[src/design/mbb_pkg.sv]
// shared types and constants for the monochrome bitmap blit block
package mbb_pkg;

    localparam int STORE_DEPTH = 1024;
    localparam int ADDR_W      = 10;
    localparam int BANK_AW     = 9;
    localparam int BANK_DEPTH  = 512;
    localparam int FIFO_DEPTH  = 4;
    localparam int FIFO_AW     = 2;
    localparam int FIFO_CW     = 3;

    typedef enum logic [1:0] {
        CMD_BEGIN = 2'd0,
        CMD_SRC   = 2'd1,
        CMD_READ  = 2'd2,
        CMD_NONE  = 2'd3
    } cmd_t;

    typedef enum logic {
        OP_WRITE = 1'b0,
        OP_READ  = 1'b1
    } op_t;

    typedef struct packed {
        logic signed [10:0] origin_x;
        logic signed [10:0] origin_y;
        logic [9:0]         blit_width;
    } blit_geom_t;

    typedef struct packed {
        logic        valid;
        op_t         op;
        logic        done;
        logic [7:0]  data;
        logic [7:0]  col_byte;
        logic [9:0]  row;
        logic [ADDR_W-1:0] addr;
    } s1_t;

    typedef struct packed {
        logic              we;
        logic [BANK_AW-1:0] idx;
        logic [7:0]        mask;
        logic [7:0]        data;
    } bank_wr_t;

    typedef struct packed {
        logic     valid;
        op_t      op;
        logic     done;
        logic     rd_bank;
        bank_wr_t even;
        bank_wr_t odd;
    } s2_t;

    typedef struct packed {
        logic [7:0] read_data;
        logic       blit_done;
    } result_t;

endpackage

[src/design/mbb_fifo.sv]
// small result queue between the merge stage and the output handshake
module mbb_fifo (
    input  logic                        clk,
    input  logic                        rst_n,
    input  logic                        push,
    input  mbb_pkg::result_t            push_data,
    input  logic                        pop,
    output mbb_pkg::result_t            head,
    output logic [mbb_pkg::FIFO_CW-1:0] count
);
    import mbb_pkg::*;

    result_t             entry_reg [FIFO_DEPTH];
    logic [FIFO_AW-1:0]  wr_ptr_reg, wr_ptr_next;
    logic [FIFO_AW-1:0]  rd_ptr_reg, rd_ptr_next;
    logic [FIFO_CW-1:0]  count_reg, count_next;

    always_comb
    begin
        wr_ptr_next = push ? wr_ptr_reg + FIFO_AW'(1) : wr_ptr_reg;
        rd_ptr_next = pop  ? rd_ptr_reg + FIFO_AW'(1) : rd_ptr_reg;
        count_next  = count_reg + FIFO_CW'(push) - FIFO_CW'(pop);
    end

    always_ff @(posedge clk or negedge rst_n)
    begin
        if (!rst_n)
        begin
            wr_ptr_reg <= '0;
            rd_ptr_reg <= '0;
            count_reg  <= '0;
        end
        else
        begin
            wr_ptr_reg <= wr_ptr_next;
            rd_ptr_reg <= rd_ptr_next;
            count_reg  <= count_next;
        end
    end

    always_ff @(posedge clk)
    begin
        if (push)
        begin
            entry_reg[wr_ptr_reg] <= push_data;
        end
    end

    assign head  = entry_reg[rd_ptr_reg];
    assign count = count_reg;

endmodule

[config.mk]
export PLATFORM = sky130hd
export DESIGN_NAME = mbb_fifo
export DESIGN_NICKNAME = d
export VERILOG_FILES = /design/src/design/mbb_pkg.sv /design/src/design/mbb_fifo.sv
export SDC_FILE = /design/constraint.sdc
export NUM_CORES = 1
export LEC_CHECK = 0
export ABC_AREA = 0
export BUFFER_PORTS_ARGS = -buffer_cell sky130_fd_sc_hd__clkbuf_2
export CAP_MARGIN = 20
export CORE_ASPECT_RATIO = 1.4
export CORE_MARGIN = 1.5
export CORE_UTILIZATION = 55
export CTS_BUF_LIST = sky130_fd_sc_hd__clkbuf_16
export CTS_CLUSTER_SIZE = 16
export DETAILED_ROUTE_END_ITERATION = 12
export PLACE_DENSITY = 0.77
export SYNTH_ARGS = -nofsm -noshare
export SYNTH_HDL_FRONTEND = slang
export SYNTH_SLANG_ARGS = --single-unit
export TNS_END_PERCENT = 50
[constraint.sdc]
create_clock -name clk -period 2.4 [get_ports clk]
set_clock_uncertainty 0.15 [all_clocks]
set_input_delay 0 -clock clk [delete_from_list [all_inputs] [get_ports clk]]
set_output_delay 0 -clock clk [all_outputs]
set_load 0.005 [all_outputs]
* Word-level counts from Yosys, hierarchy flattened
Memories as Yosys holds them, arrays and structs flattened.
Cells that the tools add are included.
** Storage, ports and cells
- Word-level logic and storage cells :: 10
- Flip-flop bits (word level) :: 7
- Bits in writable memories :: 36
- Memories kept :: 1
- Input port bits :: 13
** Cells by class
- Multiplexer cells :: 2
- $add $sub $neg :: 4
** Memories
- entry_reg :: depth 4, width 9, read ports 1, clocked after Yosys merged registers in 0, write ports 1, RTL line mbb_fifo.sv:13 : result_t entry_reg [FIFO_DEPTH];
** Operators by type and width (number)
- 2-bit by 1-bit adder with 2-bit output, second input constant :: 2
- 3-bit by 1-bit adder with 3-bit output :: 1
- 3-bit by 1-bit subtractor with 3-bit output :: 1
- 1-bit 2-to-1 mux :: 2

* Logic depth before layout (Yosys ltp)
- Depth in word-level cells :: 2
- Mapped depth :: 7
- Depth with buffers taken out :: 7

* Worst setup path after synthesis
Ideal clock, no wire load.
- Path kind :: reg2reg
- From :: reg count_reg[0], in the netlist count[0]
- To :: reg count_reg[2], in the netlist count[2]
- Setup slack :: 653 ps
- Library setup time :: 80 ps
- Data required time :: 2170 ps
- Arrival :: 1517 ps
- Path buffers :: 0
- Cell stages (with the launch flop) :: 8
- Clock period less this slack :: 1747 ps
- Cell sequence :: dfrtp_1 -> inv_1 -> ha_1 -> inv_1 -> ha_1 -> fa_1 -> xnor2_1 -> xnor2_1
** Between the ends
- Longest elaborated chain between the ends :: 2
** Ends and longest elaborated chain
- from (decl) :: RTL line mbb_fifo.sv:16 : logic [FIFO_CW-1:0] count_reg, count_next;
- from (signal assigned) :: RTL line mbb_fifo.sv:37 : count_reg <= count_next;
- 3-bit by 1-bit adder with 3-bit output :: RTL line mbb_fifo.sv:22 : count_next = count_reg + FIFO_CW'(push) - FIFO_CW'(pop);
- 3-bit by 1-bit subtractor with 3-bit output :: RTL line mbb_fifo.sv:22
- net count_next[2] :: RTL line mbb_fifo.sv:16
The timed path passes the listed nets, and every way through them passes these cells.
A chain may end at the register's enable or synchronous reset.

==> metrics.txt <==
status complete, no violations; filler instances between 150 and 200; share of layout cells above drive strength 1 0.311; GR peak layer met2; register area 1260 µm²; Initial Util 0.583; Post-synth EDFFs 36; Root Buffer clkbuf_16; synth cell count leaders edfxtp_1 (36), mux4_2 (8), dfrtp_1 (7), ha_1 (6), inv_1 (6); nets around 140; 1st-pass router iterations 4; vias in the first global route 863; PD cells 1140 nW/µm²; hold_sp push_data[0]; Synth Net Count slightly below 100; largest area contributor in the netlist edfxtp_1; Slew headroom 0.590; H-tree depth 2; CTS tree done; Hold Crit Class in -> reg; PortBufs 24; GRT Total Usage 0.183; Avg Inst Size Synth 21.2 µm²; Hold Path Stages 2; Unique masters post-synth 14; Worst EP required 2.25 ns; maximum fanout along the worst path 11; final worst-path cycle share 0.809; slew of the pin with the lowest slew margin 0.615 ns; top cells by area, synth edfxtp_1 (64%), mux4_2 (11%), dfrtp_1 (10%); crit path time final 1.94 ns; Die Span X 49.7 µm; worst r2r src count[0]; largest net degree at the start of global routing 14; RSZ-0062 raised after global routing false; Routability Congestion 0.716; worst-skew pair later-pin latency 0.28 ns; via/cell ratio about 5.2; detailed-route wire length ~2600 µm; Arrival @ worst endpoint 1.79 ns; Final TNS setup 0 ns; Syn Inst Count 79; Startpoint Class flop; highest clock rate 515 MHz; Via Count roughly 830; Top FF cell, synth edfxtp_1; Ys Warns 0; Max clock buf depth 2; area occupied by multi-input gates ~380 µm²; max reg flops 36; final core area utilization 0.729; # diodes 0; maximum VDD drop about 930 µV; hold path endpoint entry_reg[2][0]; Fin. Hold Viols 0; core area 2880 µm²; Setup CP Type reg -> out; max_cap viols 0; leak pwr 0.808 nW; post-route ant nets 0; DR DRC count 0; GRT Residual Overflow 0; Mapped Area 1680 µm²; GRT met2 Usage 0.292; Ports 25; sequential area share after synthesis 0.749; Setup crit end kind primary output; post-DP HPWL 1630 µm; setup bufs post-CTS 0; FF-to-FF path depth 7; die area 3400 µm²; met3 usage 0.0393; Slew Viols, Final 0; top-count cell post-synth edfxtp_1; Seq cells post-synth 43; drt wl/cell 16.7 µm; flop2flop setup slack 0.53 ns; Resize count post-CTS 0; reg2reg end count[2]; clock transition at the registers of the reported paths 0.06 ns; P&R area growth vs syn 25.1%; initial antenna violation count 0; hold bufs inserted after CTS 13; Setup-failing EPs final 0; Die H between 60 and 70 µm; first-pass GRT wire length 4140 µm; Sink Count 43; Yosys top cell area share 0.644; Num CTS Buffers 5; Async SR Flop Fraction 0.163; met1 usage in global routing 0.227; row count 23; 1st-iter DRT viols 28
==> cells by family after synthesis <==
family / Yosys count / synth area share
AOI/OAI and AO/OA: 1 / 0.00298
xor gates and xnor gates: 5 / 0.0261
adders and majority gates: 7 / 0.0567
buffers and inverters: 8 / 0.0231
DFF: 43 / 0.749
muxes: 9 / 0.123
and+or+nand+nor: 6 / 0.0194
==> critical path: stages (launching register included) <==
cell and delay (ns):
dfrtp_1 0.73, mux4_1 0.65, clkbuf_2 0.13
==> metrics by stage <==
stage	total power [mW]	hold WS, ns	area [µm²]	instances	setup slack, ns
after floorplan	1.53	-0.446	1680	79	0.653
after global placement	1.71	-0.307	1830	138	0.669
after detailed placement	1.76	-0.302	1830	138	0.549
after CTS	2.41	0.326	2100	159	0.415
after global routing	2.52	0.342	2100	159	0.342
final	2.39	0.325	2100	159	0.459
==> cell usage in the layout (no fill, tap or decap) <==
cell           count
and2_1             4
clkbuf_16          5
clkbuf_2          24
clkinv_1           2
clkinvlp_4         1
dfrtp_1            7
dlygate4sd3_1     13
edfxtp_1          36
fa_1               1
ha_1               6
inv_1              6
mux4_1             1
mux4_2             8
nand2_1            2
o21ai_0            1
xnor2_1            3
xor2_1             2
==> area by class of cell <==
class | count | area share
Sequential cell | 43 | 0.599
Multi-Input combinational cell | 28 | 0.182
Timing Repair Buffer | 37 | 0.119
Clock buffer | 5 | 0.0596
Tap cell | 37 | 0.0221
Inverter | 6 | 0.0107
Clock inverter | 3 | 0.00716
==> worst max-delay path by stage <==
stage,end,start
after floorplan,count[2],count[0]
after global placement,count[2],count[0]
after detailed placement,count[2],count[0]
after CTS,head[8],rd_ptr_reg[0]
after global routing,head[8],rd_ptr_reg[0]
final,head[8],rd_ptr_reg[0]
==> where the power goes <==
group / leakage (nW) / switching (mW) / internal, mW / total, mW
logic: 0.330 / 0.264 / 0.347 / 0.611
clock network: 0.0649 / 0.255 / 0.377 / 0.632
registers: 0.413 / 0.142 / 1.00 / 1.14
total: 0.808 / 0.661 / 1.73 / 2.39
==> layer usage <==
metal / wire length (µm) / share of wire / vias up
li1: - / - / 383
met5: 0 / 0 / -
met2: 1370 / 0.52 / 29
met3: 136 / 0.051 / 5
met1: 1080 / 0.41 / 411
met4: 59 / 0.022 / 0
(Power assumes the default switching activity.)
