## src/design/mbb_pkg.sv

```systemverilog
// shared types and constants for the monochrome bitmap blit block
package mbb_pkg;

    localparam int STORE_DEPTH = 1024;
    localparam int ADDR_W      = 10;
    localparam int BANK_AW     = 9;
    localparam int BANK_DEPTH  = 512;
    localparam int FIFO_DEPTH  = 4;
    localparam int FIFO_AW     = 2;
    localparam int FIFO_CW     = 3;

    typedef enum logic [1:0] {
        CMD_BEGIN = 2'd0,
        CMD_SRC   = 2'd1,
        CMD_READ  = 2'd2,
        CMD_NONE  = 2'd3
    } cmd_t;

    typedef enum logic {
        OP_WRITE = 1'b0,
        OP_READ  = 1'b1
    } op_t;

    typedef struct packed {
        logic signed [10:0] origin_x;
        logic signed [10:0] origin_y;
        logic [9:0]         blit_width;
    } blit_geom_t;

    typedef struct packed {
        logic        valid;
        op_t         op;
        logic        done;
        logic [7:0]  data;
        logic [7:0]  col_byte;
        logic [9:0]  row;
        logic [ADDR_W-1:0] addr;
    } s1_t;

    typedef struct packed {
        logic              we;
        logic [BANK_AW-1:0] idx;
        logic [7:0]        mask;
        logic [7:0]        data;
    } bank_wr_t;

    typedef struct packed {
        logic     valid;
        op_t      op;
        logic     done;
        logic     rd_bank;
        bank_wr_t even;
        bank_wr_t odd;
    } s2_t;

    typedef struct packed {
        logic [7:0] read_data;
        logic       blit_done;
    } result_t;

endpackage

```

## src/design/mbb_seq.sv

```systemverilog
// command decode, blit sequencing state and the input stage register
module mbb_seq (
    input  logic                clk,
    input  logic                rst_n,
    input  logic                accept,
    input  logic [1:0]          cmd,
    input  logic signed [10:0]  pos_x,
    input  logic signed [10:0]  pos_y,
    input  logic [9:0]          width,
    input  logic [9:0]          height,
    input  logic [7:0]          row_bytes,
    input  logic                fg_color,
    input  logic [7:0]          src_byte,
    input  logic [9:0]          fb_addr,
    output mbb_pkg::blit_geom_t geom,
    output mbb_pkg::s1_t        s1
);
    import mbb_pkg::*;

    logic signed [10:0] origin_x_reg, origin_x_next;
    logic signed [10:0] origin_y_reg, origin_y_next;
    logic [9:0]         blit_width_reg, blit_width_next;
    logic [9:0]         blit_height_reg, blit_height_next;
    logic [7:0]         pitch_reg, pitch_next;
    logic               invert_reg, invert_next;
    logic [9:0]         row_reg, row_next;
    logic [7:0]         col_byte_reg, col_byte_next;
    s1_t                s1_reg, s1_next;

    always_comb
    begin
        origin_x_next    = origin_x_reg;
        origin_y_next    = origin_y_reg;
        blit_width_next  = blit_width_reg;
        blit_height_next = blit_height_reg;
        pitch_next       = pitch_reg;
        invert_next      = invert_reg;
        row_next         = row_reg;
        col_byte_next    = col_byte_reg;
        s1_next          = s1_reg;
        s1_next.valid    = 1'b0;
        if (accept)
        begin
            case (cmd)
                CMD_BEGIN:
                begin
                    origin_x_next    = pos_x;
                    origin_y_next    = pos_y;
                    blit_width_next  = width;
                    blit_height_next = height;
                    pitch_next       = (row_bytes == 8'd0) ? 8'd1 : row_bytes;
                    invert_next      = ~fg_color;
                    row_next         = 10'd0;
                    col_byte_next    = 8'd0;
                end
                CMD_SRC:
                begin
                    // source bytes outside an active blit are dropped
                    if (row_reg < blit_height_reg)
                    begin
                        s1_next.valid    = 1'b1;
                        s1_next.op       = OP_WRITE;
                        s1_next.data     = invert_reg ? ~src_byte : src_byte;
                        s1_next.col_byte = col_byte_reg;
                        s1_next.row      = row_reg;
                        s1_next.done     = 1'b0;
                        if (({1'b0, col_byte_reg} + 9'd1) >= {1'b0, pitch_reg})
                        begin
                            col_byte_next = 8'd0;
                            row_next      = row_reg + 10'd1;
                            s1_next.done  = (({1'b0, row_reg} + 11'd1)
                                             >= {1'b0, blit_height_reg});
                        end
                        else
                        begin
                            col_byte_next = col_byte_reg + 8'd1;
                        end
                    end
                end
                CMD_READ:
                begin
                    s1_next.valid = 1'b1;
                    s1_next.op    = OP_READ;
                    s1_next.done  = 1'b0;
                    s1_next.addr  = fb_addr;
                end
                default:
                begin
                end
            endcase
        end
    end

    always_ff @(posedge clk or negedge rst_n)
    begin
        if (!rst_n)
        begin
            origin_x_reg    <= '0;
            origin_y_reg    <= '0;
            blit_width_reg  <= '0;
            blit_height_reg <= '0;
            pitch_reg       <= 8'd1;
            invert_reg      <= 1'b0;
            row_reg         <= '0;
            col_byte_reg    <= '0;
            s1_reg          <= '0;
        end
        else
        begin
            origin_x_reg    <= origin_x_next;
            origin_y_reg    <= origin_y_next;
            blit_width_reg  <= blit_width_next;
            blit_height_reg <= blit_height_next;
            pitch_reg       <= pitch_next;
            invert_reg      <= invert_next;
            row_reg         <= row_next;
            col_byte_reg    <= col_byte_next;
            s1_reg          <= s1_next;
        end
    end

    assign geom.origin_x   = origin_x_reg;
    assign geom.origin_y   = origin_y_reg;
    assign geom.blit_width = blit_width_reg;
    assign s1              = s1_reg;

endmodule

```

## config.mk

```make
export PLATFORM = sky130hd
export DESIGN_NAME = mbb_seq
export DESIGN_NICKNAME = d
export VERILOG_FILES = /design/src/design/mbb_pkg.sv /design/src/design/mbb_seq.sv
export SDC_FILE = /design/constraint.sdc
export NUM_CORES = 1
export LEC_CHECK = 0
export BUFFER_PORTS_ARGS = -buffer_cell sky130_fd_sc_hd__buf_2
export CAP_MARGIN = 30
export CORE_MARGIN = 8
export CORE_UTILIZATION = 35
export CTS_BUF_LIST = sky130_fd_sc_hd__clkbuf_8
export DETAILED_ROUTE_END_ITERATION = 6
export PLACE_DENSITY_LB_ADDON = 0.15
export SYNTH_ARGS = -nofsm -noshare
export SYNTH_HDL_FRONTEND = slang
export SYNTH_SLANG_ARGS = --single-unit
```

## constraint.sdc

```tcl
create_clock -name clk -period 2.39 [get_ports clk]
set_clock_uncertainty 0.05 [all_clocks]
set_input_delay 0.239 -clock clk [delete_from_list [all_inputs] [get_ports clk]]
set_output_delay 0.239 -clock clk [all_outputs]
set_load 0.02 [all_outputs]
```

Yosys cells after proc, flatten, opt, wreduce, memory -nomap -nowiden
Index checks and enable logic that the tools add are counted.
{"block": "word_totals", "register_bits": 108, "latch_bits": 0, "ram_bits": 0, "romBits": 0, "out_inout_bits": 71, "word_cells": 52, "mem_count": 0}
{"block": "classes", "addsub": 4, "n_mul": 0, "div": 0, "n_lt_le_gt_ge": 3, "n_eq_ne": 4, "shifts": 0, "muxes": 14, "bitwise_logic": 2, "n_reduce_logical": 10}
{"op": "$mux W39", "n": 1}
{"op": "$mux W8", "n": 4}
{"op": "$mux W10", "n": 3}
{"op": "$mux W29", "n": 1}
{"op": "$mux W26", "n": 1}
{"op": "$pmux W10 S2", "n": 1}
{"op": "$pmux W8 S2", "n": 1}
{"op": "$add A10 B1 Y11 const B", "n": 1}
{"op": "$ge A11 B10 Y1", "n": 1}
{"op": "$add A10 B1 Y10 const B", "n": 1}
{"op": "$lt A10 B10 Y1", "n": 1}
{"op": "$add A8 B1 Y9 const B", "n": 1}
{"op": "$ge A9 B8 Y1", "n": 1}
{"op": "$reduce_and A3 Y1", "n": 3}
{"op": "$add A8 B1 Y8 const B", "n": 1}
{"op": "$logic_not A8 Y1", "n": 1}
{"op": "$not A8 Y8", "n": 1}
{"op": "$pmux W3 S2", "n": 1}
{"op": "$ne A2 B2 Y1 const B", "n": 2}
{"op": "$reduce_and A2 Y1", "n": 2}
{"op": "$reduce_and A4 Y1", "n": 1}
{"op": "$reduce_bool A2 Y1", "n": 2}
{"op": "$eq A2 B1 Y1 const B", "n": 1}
{"op": "$eq A2 B2 Y1 const B", "n": 1}
{"op": "other kinds (3)", "n": 3}

Depth between registers and ports, before layout
Gate-level depths: netlist of the first run.
{"block": "logic_depth", "word_depth": 6, "depth_mapped": 14, "depth_no_buf": 12}

Worst setup path before layout of the first run
No wires, ideal clock.
{"block": "synth_timing", "kind": "register to register", "start": "register col_byte_reg[0]", "end": "register row_reg[7]", "setup_ps": 124, "t_arrival_ps": 2467, "t_required_ps": 2216, "slack_ps": -250, "path_stages_with_launch": 12, "period_less_slack_ps": 2640, "path_cell_list": "dfrtp_1 -> ha_1 -> nand3_2 -> nor2_2 -> xor2_1 -> ha_1 -> nand3_1 -> a21oi_1 -> a221oi_4 -> a21o_2 -> o21ai_1 -> a211o_1"}
{"block": "synth_between", "elab_chain_cells": 4}
{"element": "start, declared", "line_no": "mbb_seq.sv:27", "text": "logic [7:0] col_byte_reg, col_byte_next;"}
{"element": "start signal, assigned", "line_no": "mbb_seq.sv:117", "text": "col_byte_reg <= col_byte_next;"}
{"element": "$add A8 B1 Y9", "line_no": "mbb_seq.sv:67", "text": "if (({1'b0, col_byte_reg} + 9'd1) >= {1'b0, pitch_reg})"}
{"element": "$ge A9 B8 Y1", "line_no": "mbb_seq.sv:67"}
{"element": "$ne A2 B2 Y1 (no line)"}
{"element": "$reduce_and A4 Y1 (no line)"}
{"element": "end signal, assigned", "line_no": "mbb_seq.sv:116", "text": "row_reg <= row_next;"}
{"element": "end, declared", "line_no": "mbb_seq.sv:26", "text": "logic [9:0] row_reg, row_next;"}
Every way passes these cells.
A chain may end at the register's enable or synchronous reset.

Final worst setup path of the first run
{"block": "layout_timing", "start": "register col_byte_reg[1]", "end": "register col_byte_reg[3]"}
{"block": "layout_between", "elab_chain_cells": 5, "elab_cells_between_ends": 6}
{"element": "$add A8 B1 Y9", "line_no": "mbb_seq.sv:67"}
{"element": "$ge A9 B8 Y1", "line_no": "mbb_seq.sv:67"}
{"element": "$mux W8 *", "line_no": "mbb_seq.sv:67"}
{"element": "$mux W8 *", "line_no": "mbb_seq.sv:59", "text": "if (row_reg < blit_height_reg)"}
{"element": "$pmux W8 S2 *", "line_no": "mbb_seq.sv:44", "text": "case (cmd)"}
Mark *: on every way between the ends. The rest lies on a longest branch, timed or not. The select of a mux whose other input is x is not followed.

==> results of run 1 <==
timing repair:
action | CTS | global route
hold buffers | 2 | 0
gates resized for setup | 27 | 17
cloned | 0 | 0
setup buffers | 6 | 3
endpoints found under the setup margin | 19 | 20
hold endpoints to repair | 43 | 0
pin swaps | 18 | 9
how the worst max path moves through the flow:
stage | from | to
detailed placement | col_byte_reg[1]$_DFFE_PN0P_ | col_byte_reg[4]$_DFFE_PN0P_
floorplan | col_byte_reg[1]$_DFFE_PN0P_ | row_reg[7]$_DFFE_PN0P_
CTS | col_byte_reg[1]$_DFFE_PN0P_ | row_reg[7]$_DFFE_PN0P_
finish | col_byte_reg[1]$_DFFE_PN0P_ | col_byte_reg[3]$_DFFE_PN0P_
global placement | col_byte_reg[1]$_DFFE_PN0P_ | col_byte_reg[4]$_DFFE_PN0P_
global route | col_byte_reg[1]$_DFFE_PN0P_ | col_byte_reg[3]$_DFFE_PN0P_
synth_stat cells (all sizes together) (2+ instances only):
cell type	number	area [um^2]
nand3	12	75.1
o21ai	24	120
and3	9	56.3
nor3b	3	22.5
a31o	3	26.3
a2bb2oi	2	17.5
buf	12	65.1
a32o	3	30.0
o22ai	3	18.8
nor2	4	17.5
mux2	61	687
ha	34	425
dfrtp	107	2680
a21oi	14	85.1
o211ai	2	15.0
o31ai	2	15.0
nor4	3	18.8
clkbuf	11	41.3
a31oi	6	37.5
xor2	8	70.1
a21o	5	38.8
xnor2	13	114
a22o	3	28.8
inv	25	93.8
nand2b	2	12.5
a211o	4	35.0
nand4	2	12.5
a211oi	3	32.5
nand2	80	300
power groups by stage:
stage / Clock (mW) / Sequential (mW) / Combinational, mW
floorplan: 0 / 2.54 / 0.588
global placement: 0 / 2.30 / 1.34
detailed placement: 0 / 2.32 / 1.37
CTS: 1.34 / 2.29 / 1.44
global route: 1.41 / 2.32 / 1.60
finish: 1.28 / 2.28 / 1.45
layout by cell type (no fill, tap or decap), types with 3 or more instances in the layout:
cell | netlist | routed
a21oi_2 | 1 | 5
o22ai_2 | 0 | 3
dfrtp_2 | 0 | 4
clkbuf_8 | 0 | 10
ha_1 | 34 | 32
o21ai_0 | 20 | 19
xor2_1 | 8 | 7
and3_4 | 0 | 3
buf_4 | 0 | 52
nand3_2 | 3 | 5
mux2_2 | 61 | 61
a32o_1 | 3 | 3
dfrtp_1 | 107 | 103
inv_1 | 25 | 25
nand2_1 | 80 | 77
and3_1 | 9 | 6
a211o_1 | 4 | 4
a21oi_1 | 12 | 7
nand3_1 | 9 | 5
o21ai_2 | 0 | 4
a21o_1 | 4 | 4
buf_6 | 1 | 5
xnor2_1 | 13 | 9
buf_2 | 10 | 143
nor3b_1 | 3 | 3
buf_12 | 0 | 3
xnor2_2 | 0 | 4
a31oi_1 | 6 | 6
final cells by class:
class                      instances  share of cell area [%]
sequential                       108                    37.8
clock inverter                     6                    1.29
multi-input combinational        318                    37.1
clock buffer                      10                    1.92
tap                              188                    3.28
inverter                          25                    1.31
timing repair buffer             205                    17.3
worst max-delay path, cell delays in order (launching register included):
cell and delay [ps]:
dfrtp_2 460, ha_4 180, nand3_4 120, nor2_4 50, xor2_2 140, ha_1 310, nand3_2 70, a21oi_2 160
a221oi_4 100, buf_4 150, buf_4 130, buf_6 100, a31oi_1 150, a2bb2oi_1 220, o31ai_2 90
layer usage:
metal  vias up  track usage, %  share of wire, %
li1       2031               -                 -
met1      1995            18.4                46
met2       143            20.5                43
met3        14            5.92               9.4
met4         2            4.69               1.2
met5         -               0             0.058
logic make-up (layout without fill, tap and decap cells):
kind of cell / Yosys count / in the layout
multiplexers: 61 / 61
flip-flops: 108 / 108
AO/OA/AOI/OAI: 81 / 81
AND/OR/NAND/NOR: 121 / 121
adder cells (fa/ha/maj): 34 / 34
XOR/XNOR: 21 / 21
buffers and inverters: 48 / 246
metrics by stage:
| stage | util, % | setup TNS [ps] | setup WS (ps) |
|---|---|---|---|
| after floorplan | - | -1350 | -166 |
| after global placement | 44.2 | -4350 | -305 |
| after detailed placement | 44.2 | -6120 | -385 |
| after CTS | 47.0 | -3240 | -230 |
| after global routing | 47.7 | -5130 | -351 |
| final | 47.7 | -3030 | -213 |
==> results by group, run 1 <==
Clock tree
  • CTS clock-pin slew for the worst setup and hold paths: about 110 ps
  • CTS Buf Count: 9
  • Clock tree buffer depth: 2
  • CTS tree: done
  • Clk sink count: about 110
  • CTS H-tree lvls: 3
  • Clk_lat worst skew: ~380 ps
  • Root buf cell: clkbuf_8

STA
  • Fin worst setup slack: -213 ps
  • Worst hold margin: 28.8 ps
  • Fmax: 384 MHz
  • Slew Limit Fails: 0
  • Setup-failing EPs final: 19
  • Hold Fails Final Rpt: 0
  • Tcrit/Tclk final: 109%
  • RSZ-0062 raised after global routing: yes
  • Slew HR: ~60%
  • Slew @ Worst Pin: 597 ps
  • Min Clock Period, post-route: approximately 2600 ps

Detailed routing
  • Vias per cell: 4.87
  • Starting DRT DRC Count: 176
  • Drt first pass iters: 4
  • Post-DR wirelength/cell: 16.0 um
  • DRC: 0
  • WL final: approximately 14000 um
  • Remaining antenna violation count: 0
  • Via count: 4185

Logic synthesis
  • Mux contribution to synthesized area: about 13%
  • Main combinational cell family by area after synthesis: multiplexers
  • #FFs+latches synth: 108
  • Synth Area in Compound Gates: a little over a tenth
  • Sequential element share of the synthesized area: 50.6%
  • Syn. warnings: 0
  • EDFF count, synth: 0
  • Mean area per synthesized cell: ~11 um^2
  • Synthesized instance count: about 470
  • Post-Synth Simple-Gate Area: a little over a tenth
  • Post-synthesis net count: 582
  • Mapped Area: roughly 5300 um^2
  • Top_reg_cell synth: dfrtp_1
  • Synth Area in Adders: between 7 and 8%
  • Share of synthesized registers carrying an async set or reset: between 90% and 100%
  • Distinct cells, synth: between 50 and 60
  • XOR/XNOR share of the synthesized area: under 10%

Floorplan
  • CORE AREA: 15000 um^2
  • Chip Width: about 140 um
  • Num rows: 45
  • I/O pin total: 145
  • Initial Utilization: 35.5%
  • Chip height: 140 um
  • Die area: roughly 19000 um^2

GRT
  • Largest net degree at the start of global routing: 54
  • Vias in the first global route: ~4500
  • Initial antenna violation count: 1
  • Total congestion overflow: 0
  • Global-route wire length before repair: approximately 22000 um
  • Total GRT Usage: 14.1%

Power
  • Pwr/cell area: 697 nW/um^2
  • Combinational power share: between 20% and 30%
  • P_sw: 1.60 mW
  • Overall Power: 5.00 mW
  • Internal: ~3.4 mW
  • Flop pwr share: 45.6%
  • VDD IR-drop max: around 340 uV
  • Clk pwr share: roughly 26%
  • Net Sw Frac: a little under a third
  • Leakage power: between 3 and 4 nW

Run
  • Max_cap viols: 0

Run status
  • Failing checks: setup timing
  • Status: finished with violations

Finish
  • Finished Layout Cells: between 800 and 900
  • Syn-to-layout area delta: 34.3%
  • Nets: 775
  • Design area: between 7000 and 8000 um^2
  • Multi-input logic area: 2660 um^2
  • FF+latch area: between 2000 and 3000 um^2
  • Fillers: between 1000 and 1500
  • Layout cell share with drive strength beyond 1: around 50%
  • Largest register FFs: 39
  • Antenna cell count: 0

Critical path
  • R2R Setup Slk: -210 ps
  • Worst Path Class, Setup: reg2reg
  • Worst Path Arrival: 2820 ps
  • RR Endpoint: col_byte_reg[3]$_DFFE_PN0P_
  • FF-to-FF path depth: 14
  • Reg2reg start: col_byte_reg[1]$_DFFE_PN0P_
  • Crit path max fanout: 4
  • CP endpoint kind: flop
  • CP startpoint kind: flop
  • Worst EP required: about 2600 ps

Placed design
  • Placed Area: 6650 um^2
  • GPL Wtd Cong: ~0.85
  • DP Cell Count: 833
  • HPWL Detailed: approximately 10000 um
  • PortBufs: 144

Worst hold path
  • Worst hold path type: in2reg
  • Hold path depth: 2
  • Worst hold start: fb_addr[0]
  • Worst Hold Path EP: s1[0]$_DFFE_PN0P_
No activity file was read; power rests on OpenSTA's default activity.
==> run 2: changes to the inputs <==
--- a/config.mk
+++ b/config.mk
@@ -8,7 +8,7 @@
 export BUFFER_PORTS_ARGS = -buffer_cell sky130_fd_sc_hd__buf_2
 export CAP_MARGIN = 30
 export CORE_MARGIN = 8
-export CORE_UTILIZATION = 35
+export CORE_UTILIZATION = 49
 export CTS_BUF_LIST = sky130_fd_sc_hd__clkbuf_8
 export DETAILED_ROUTE_END_ITERATION = 6
 export PLACE_DENSITY_LB_ADDON = 0.15
==> run 2 against run 1 <==
Compared with the run above:
- the run still ends with setup timing left
- via count grew 1.2%
- count of clock-buffer cells in the layout down 1
- utilization rose by 18 points
- sequential power barely moved
- non-clock buffer count decreased by 3
- final cell count down 5.9%
==> results by group, run 2 (synthesized netlist as in run 1, its figures left out) <==
Run status
  • Status: finished with violations
  • Failing checks: setup timing

Clock tree
  • CTS tree: done
  • Clk_lat worst skew: roughly 370 ps
  • Root buf cell: clkbuf_8
  • CTS Buf Count: 9
  • Clk sink count: 108
  • CTS H-tree lvls: 3
  • Clock tree buffer depth: 2
  • CTS clock-pin slew for the worst setup and hold paths: roughly 100 ps

Run
  • Max_cap viols: 0

Power
  • P_sw: between 1.5 and 2 mW
  • Clk pwr share: ~24%
  • VDD IR-drop max: roughly 480 uV
  • Overall Power: roughly 4.9 mW
  • Pwr/cell area: around 700 nW/um^2
  • Internal: roughly 3.4 mW
  • Net Sw Frac: about a third
  • Combinational power share: 29.4%
  • Leakage power: between 3 and 4 nW
  • Flop pwr share: between 40% and 50%

Detailed routing
  • Via count: 4234
  • Post-DR wirelength/cell: 16.5 um
  • Starting DRT DRC Count: 210
  • Routed wl met3: ~1300 um
  • Met1 Wirelength: around 5700 um
  • Drt first pass iters: 4
  • DRC: 0
  • Remaining antenna violation count: 0
  • Max layer used: met4
  • Met2 WL: 6150 um
  • Vias per cell: roughly 5.2
  • WL final: between 10000 and 15000 um

Critical path
  • Worst EP required: roughly 2600 ps
  • Crit path max fanout: 7
  • Max incr delay on CP: around 440 ps
  • CP startpoint kind: flop
  • Crit path max-delay cell type: dfrtp_2
  • Crit-path cells: ha_4, nand3_4, xnor2_2, ha_1, a211oi_2, o21ai_2, a221oi_4, a21oi_2, buf_6, a21o_1, a31oi_1
  • Worst Path Class, Setup: reg2reg
  • CP endpoint kind: flop
  • Worst Path Arrival: 2970 ps

Finish
  • Final core occ: between 60% and 70%
  • Commonest non-fill, non-tap cell in the layout: buf_2
  • Commonest non-fill, non-tap cells in the layout: buf_2, dfrtp_1, nand2_1
  • Design area: 7030 um^2
  • Syn-to-layout area delta: 31.5%
  • Layout cell share with drive strength beyond 1: roughly half
  • Nets: roughly 770
  • Antenna cell count: 0
  • Largest register FFs: 39
  • Finished Layout Cells: between 800 and 900

STA
  • Fmax: between 300 and 400 MHz
  • Setup TNS: -4830 ps
  • Setup-failing EPs final: 19
  • Tcrit/Tclk final: 115%
  • Slew @ Worst Pin: approximately 430 ps
  • Fin worst setup slack: -348 ps
  • Slew Limit Fails: 0
  • Hold Fails Final Rpt: 0
  • RSZ-0062 raised after global routing: yes
  • Min Clock Period, post-route: between 2000 and 3000 ps
  • Slew HR: between 70% and 80%

GRT
  • Global-route wire length before repair: approximately 22000 um
  • Total congestion overflow: 0
  • Total GRT Usage: between 10% and 20%
  • Vias in the first global route: roughly 4600
  • Largest net degree at the start of global routing: 52
  • Initial antenna violation count: 0

Floorplan
  • Chip height: ~120 um
  • Chip Width: roughly 120 um
  • CORE AREA: approximately 11000 um^2
  • Die area: 14500 um^2
  • I/O pin total: 145
  • Initial Utilization: 49.7%
  • Num rows: 38

Placed design
  • HPWL Detailed: 10000 um
  • PortBufs: about 140
  • GPL Wtd Cong: around 0.84
  • DP Cell Count: approximately 800
  • Placed Area: ~6600 um^2

Worst hold path
  • Worst hold path type: in2reg
run 2: cell types whose count changed in the layout (fill, tap and decap cells not counted), sizes merged:
cell,previous run,this run
clkbuf,10,9
inv,27,25
clkinv,0,4
buf,203,200
clkinvlp,2,1
run 2: power groups by stage:
| stage | Combinational [mW] | Sequential (mW) | Clock, mW |
|---|---|---|---|
| finish | 1.45 | 2.28 | 1.20 |
| global route | 1.59 | 2.33 | 1.32 |
| CTS | 1.44 | 2.29 | 1.25 |
| detailed placement | 1.38 | 2.32 | 0 |
| global placement | 1.35 | 2.30 | 0 |
| floorplan | 0.588 | 2.54 | 0 |
run 2: final timing paths:
path / startpoint / endpoint / slack (ps) / cells after the start
worst max-delay path: col_byte_reg[0]$_DFFE_PN0P_ / row_reg[6]$_DFFE_PN0P_ / -350 / 11
worst min-delay path: width[8] / blit_width_reg[8]$_DFFE_PN0P_ / 40 / 2
worst max register to register: col_byte_reg[0]$_DFFE_PN0P_ / row_reg[6]$_DFFE_PN0P_ / -350 / 11
worst min register to register: s1[22]$_DFFE_PN0P_ / s1[22]$_DFFE_PN0P_ / 430 / 2
max in group asynchronous: rst_n / pitch_reg[0]$_DFFE_PN1P_ / 1210 / 3
min in group asynchronous: rst_n / blit_width_reg[0]$_DFFE_PN0P_ / 340 / 2
run 2: worst max-delay path: cells and delay by family (launching register included):
family / cells / cell delay, ps
flip-flops: 1 / 440
buffers and inverters: 1 / 150
XOR/XNOR: 1 / 150
AND/OR/NAND/NOR: 1 / 100
adder cells (fa/ha/maj): 2 / 480
AO/OA/AOI/OAI: 6 / 1270
run 2: area by class of cell:
class,instances,area (um^2)
clock buffers,9,124
clock inverters,7,91.3
fillers,915,3720
inverters,25,93.8
multi-input cells,318,2620
flip-flops and latches,108,2710
well taps,140,175
repair buffers,202,1210
run 2: routing by layer:
layer  global-route usage (%)  vias up
met2                     28.8      148
met5                        0        -
met4                     6.95        0
met1                     23.0     2038
met3                     7.83       13
li1                         -     2035
run 2: repair_timing:
item	CTS	global route
gates cloned	0	0
setup buffers	5	1
gates resized for setup	11	24
endpoints found under the hold margin	29	0
pin swaps	7	19
hold buffers	2	0
endpoints found under the setup margin	19	20
run 2: through the flow:
stage | hold WS (ps) | worst slack (ps)
6_report | 39.1 | -348
5_1_grt | 19.5 | -453
4_1_cts | 20.3 | -293
3_5_place_dp | 139 | -369
3_3_place_gp | 136 | -278
2_1_floorplan | -107 | -166
==> run 3: changes to the inputs <==
--- a/config.mk
+++ b/config.mk
@@ -12,6 +12,7 @@
 export CTS_BUF_LIST = sky130_fd_sc_hd__clkbuf_8
 export DETAILED_ROUTE_END_ITERATION = 6
 export PLACE_DENSITY_LB_ADDON = 0.15
+export SETUP_SLACK_MARGIN = 0.4
 export SYNTH_ARGS = -nofsm -noshare
 export SYNTH_HDL_FRONTEND = slang
 export SYNTH_SLANG_ARGS = --single-unit
==> run 3 against run 2 <==
Compared with the run above:
- the run still ends with setup timing left
- critical path depth unchanged
- die area did not move
- global-route usage up 1.0 points
- sequential power hardly changed
- final cell count increased by 2.3%
- setup slack gained 55 ps
- power increased by 4.4%
- register-to-register slack improved by 50 ps
- clock power grew 8%
- routed wire length up 6.8%
- utilization increased by 5.4 points
- critical endpoint is now row_reg[5]$_DFFE_PN0P_
==> results by group, run 3 (synthesized netlist as in run 1, its figures left out) <==
Run status
  • Status: finished with violations
  • Failing checks: setup timing

Critical path
  • Worst EP required: around 2600 ps
  • CP endpoint kind: flop
  • Critical path startpoint: col_byte_reg[1]$_DFFE_PN0P_
  • Crit path max fanout: 5
  • Worst Path Class, Setup: reg2reg
  • CP startpoint kind: flop
  • Reg2reg start: col_byte_reg[1]$_DFFE_PN0P_
  • Worst Path Arrival: between 2000 and 3000 ps

Clock tree
  • CTS H-tree lvls: 3
  • CTS Buf Count: 9
  • Clock tree buffer depth: 2
  • Root buf cell: clkbuf_8
  • CTS clock-pin slew for the worst setup and hold paths: 100 ps
  • Clk sink count: roughly 110
  • Clk_lat worst skew: approximately 370 ps
  • CTS tree: done

Floorplan
  • Chip height: around 120 um
  • Num rows: 38
  • Die area: 14500 um^2
  • Chip Width: 120 um
  • I/O pin total: around 150
  • Initial Utilization: approximately 50%
  • CORE AREA: ~11000 um^2

Finish
  • Commonest non-fill, non-tap cells in the layout: buf_2, dfrtp_1, mux2_2
  • FF+latch area: 2710 um^2
  • Commonest non-fill, non-tap cell in the layout: buf_2
  • Nets: 791
  • Syn-to-layout area delta: 42.3%
  • Finished Layout Cells: about 830
  • Largest register FFs: 39
  • Multi-input logic area: between 2000 and 3000 um^2
  • Layout cell share with drive strength beyond 1: between 50% and 60%
  • Antenna cell count: 0
  • Fillers: about 800

Placed design
  • DP Cell Count: just under 800
  • HPWL Detailed: just under 10000 um
  • PortBufs: between 100 and 150
  • GPL Wtd Cong: 0.852

STA
  • Hold Fails Final Rpt: 0
  • Slew @ Worst Pin: roughly 500 ps
  • Setup-failing EPs final: 19
  • Fin worst setup slack: -293 ps
  • Fmax: 373 MHz
  • RSZ-0062 raised after global routing: yes
  • Setup TNS: -4260 ps
  • Slew HR: between 60% and 70%
  • Slew Limit Fails: 0
  • Min Clock Period, post-route: approximately 2700 ps
  • Tcrit/Tclk final: 112%

Detailed routing
  • WL final: roughly 14000 um
  • Via count: 4422
  • Starting DRT DRC Count: 171
  • Remaining antenna violation count: 0
  • Post-DR wirelength/cell: roughly 17 um
  • Vias per cell: 5.34
  • DRC: 0
  • Drt first pass iters: 5

Power
  • Combinational power share: a little over 30%
  • VDD IR-drop max: between 400 and 500 uV
  • Internal: approximately 3.5 mW
  • P_sw: roughly 1.7 mW
  • Flop pwr share: 44.8%
  • Clk pwr share: between 20% and 30%
  • Pwr/cell area: around 680 nW/um^2
  • Leakage power: a little under 4 nW
  • Net Sw Frac: between 30% and 40%

GRT
  • Global-route wire length before repair: about 23000 um
  • Initial antenna violation count: 0
  • Total GRT Usage: between 10% and 20%
  • Largest net degree at the start of global routing: 90
  • Vias in the first global route: 4678
  • Total congestion overflow: 0

Worst hold path
  • Worst hold path type: in2reg
  • Worst hold start: width[7]

Run
  • Max_cap viols: 0
run 3: layout make-up:
cell class                 instances  share of cell area (%)
timing repair buffer             221                    19.9
inverter                          25                    1.23
multi-input combinational        318                    37.8
clock buffer                      11                    1.99
clock inverter                     5                    1.09
tap                              140                    2.30
sequential                       108                    35.7
run 3: path summary, 6_finish.rpt:
check                                                     end  slack, ps  cells past startpoint
worst min-delay path            blit_width_reg[7]$_DFFE_PN0P_         40                      2
min in group asynchronous                  s1[11]$_DFFE_PN0P_        230                      2
max in group asynchronous              row_reg[4]$_DFFE_PN0P_       1260                      3
worst max-delay path                   row_reg[5]$_DFFE_PN0P_       -290                     11
worst min register to register             s1[20]$_DFFE_PN0P_        430                      2
worst max register to register         row_reg[5]$_DFFE_PN0P_       -290                     11
run 3: metrics by stage:
step                area (um^2)  power, mW  hold WS (ps)  setup slack [ps]  util (%)
global route               7600       5.43          24.5              -405      70.7
finish                     7600       5.16          39.3              -293      70.7
global placement           6600       3.65          84.7              -260      61.4
detailed placement         6600       3.70          90.5              -350      61.4
floorplan                  5420       3.13          -107              -166         -
CTS                        7380       5.12          15.8              -285      68.7
run 3: per-layer routing:
layer	up-vias	global-route usage [%]	part of all wire (%)
met5	-	0	0
met4	0	8.12	1.8
met3	24	6.67	9.7
met2	175	30.1	46
met1	2139	25.2	42
li1	2084	-	-
run 3: power groups by stage:
stage / sequential (mW) / clock, mW / combinational [mW]
detailed placement: 2.32 / 0 / 1.38
global route: 2.35 / 1.38 / 1.70
CTS: 2.30 / 1.32 / 1.51
global placement: 2.30 / 0 / 1.35
floorplan: 2.54 / 0 / 0.598
finish: 2.31 / 1.29 / 1.56
run 3: repair_timing:
item	CTS	global route
buffers inserted	14	7
gates cloned	5	0
pin swaps	30	16
hold endpoints to repair	20	0
hold buffers	2	0
endpoints found under the setup margin	47	47
gates resized for setup	97	42
run 3: worst max-delay path, cell delays in order, from the launching register on:
cell	delay, ps
dfrtp_2	450
ha_4	170
nand3_4	100
xnor2_2	150
ha_1	300
a211oi_2	220
o21ai_2	110
a221oi_4	290
buf_6	170
a21oi_4	80
a32o_1	270
a31o_2	210
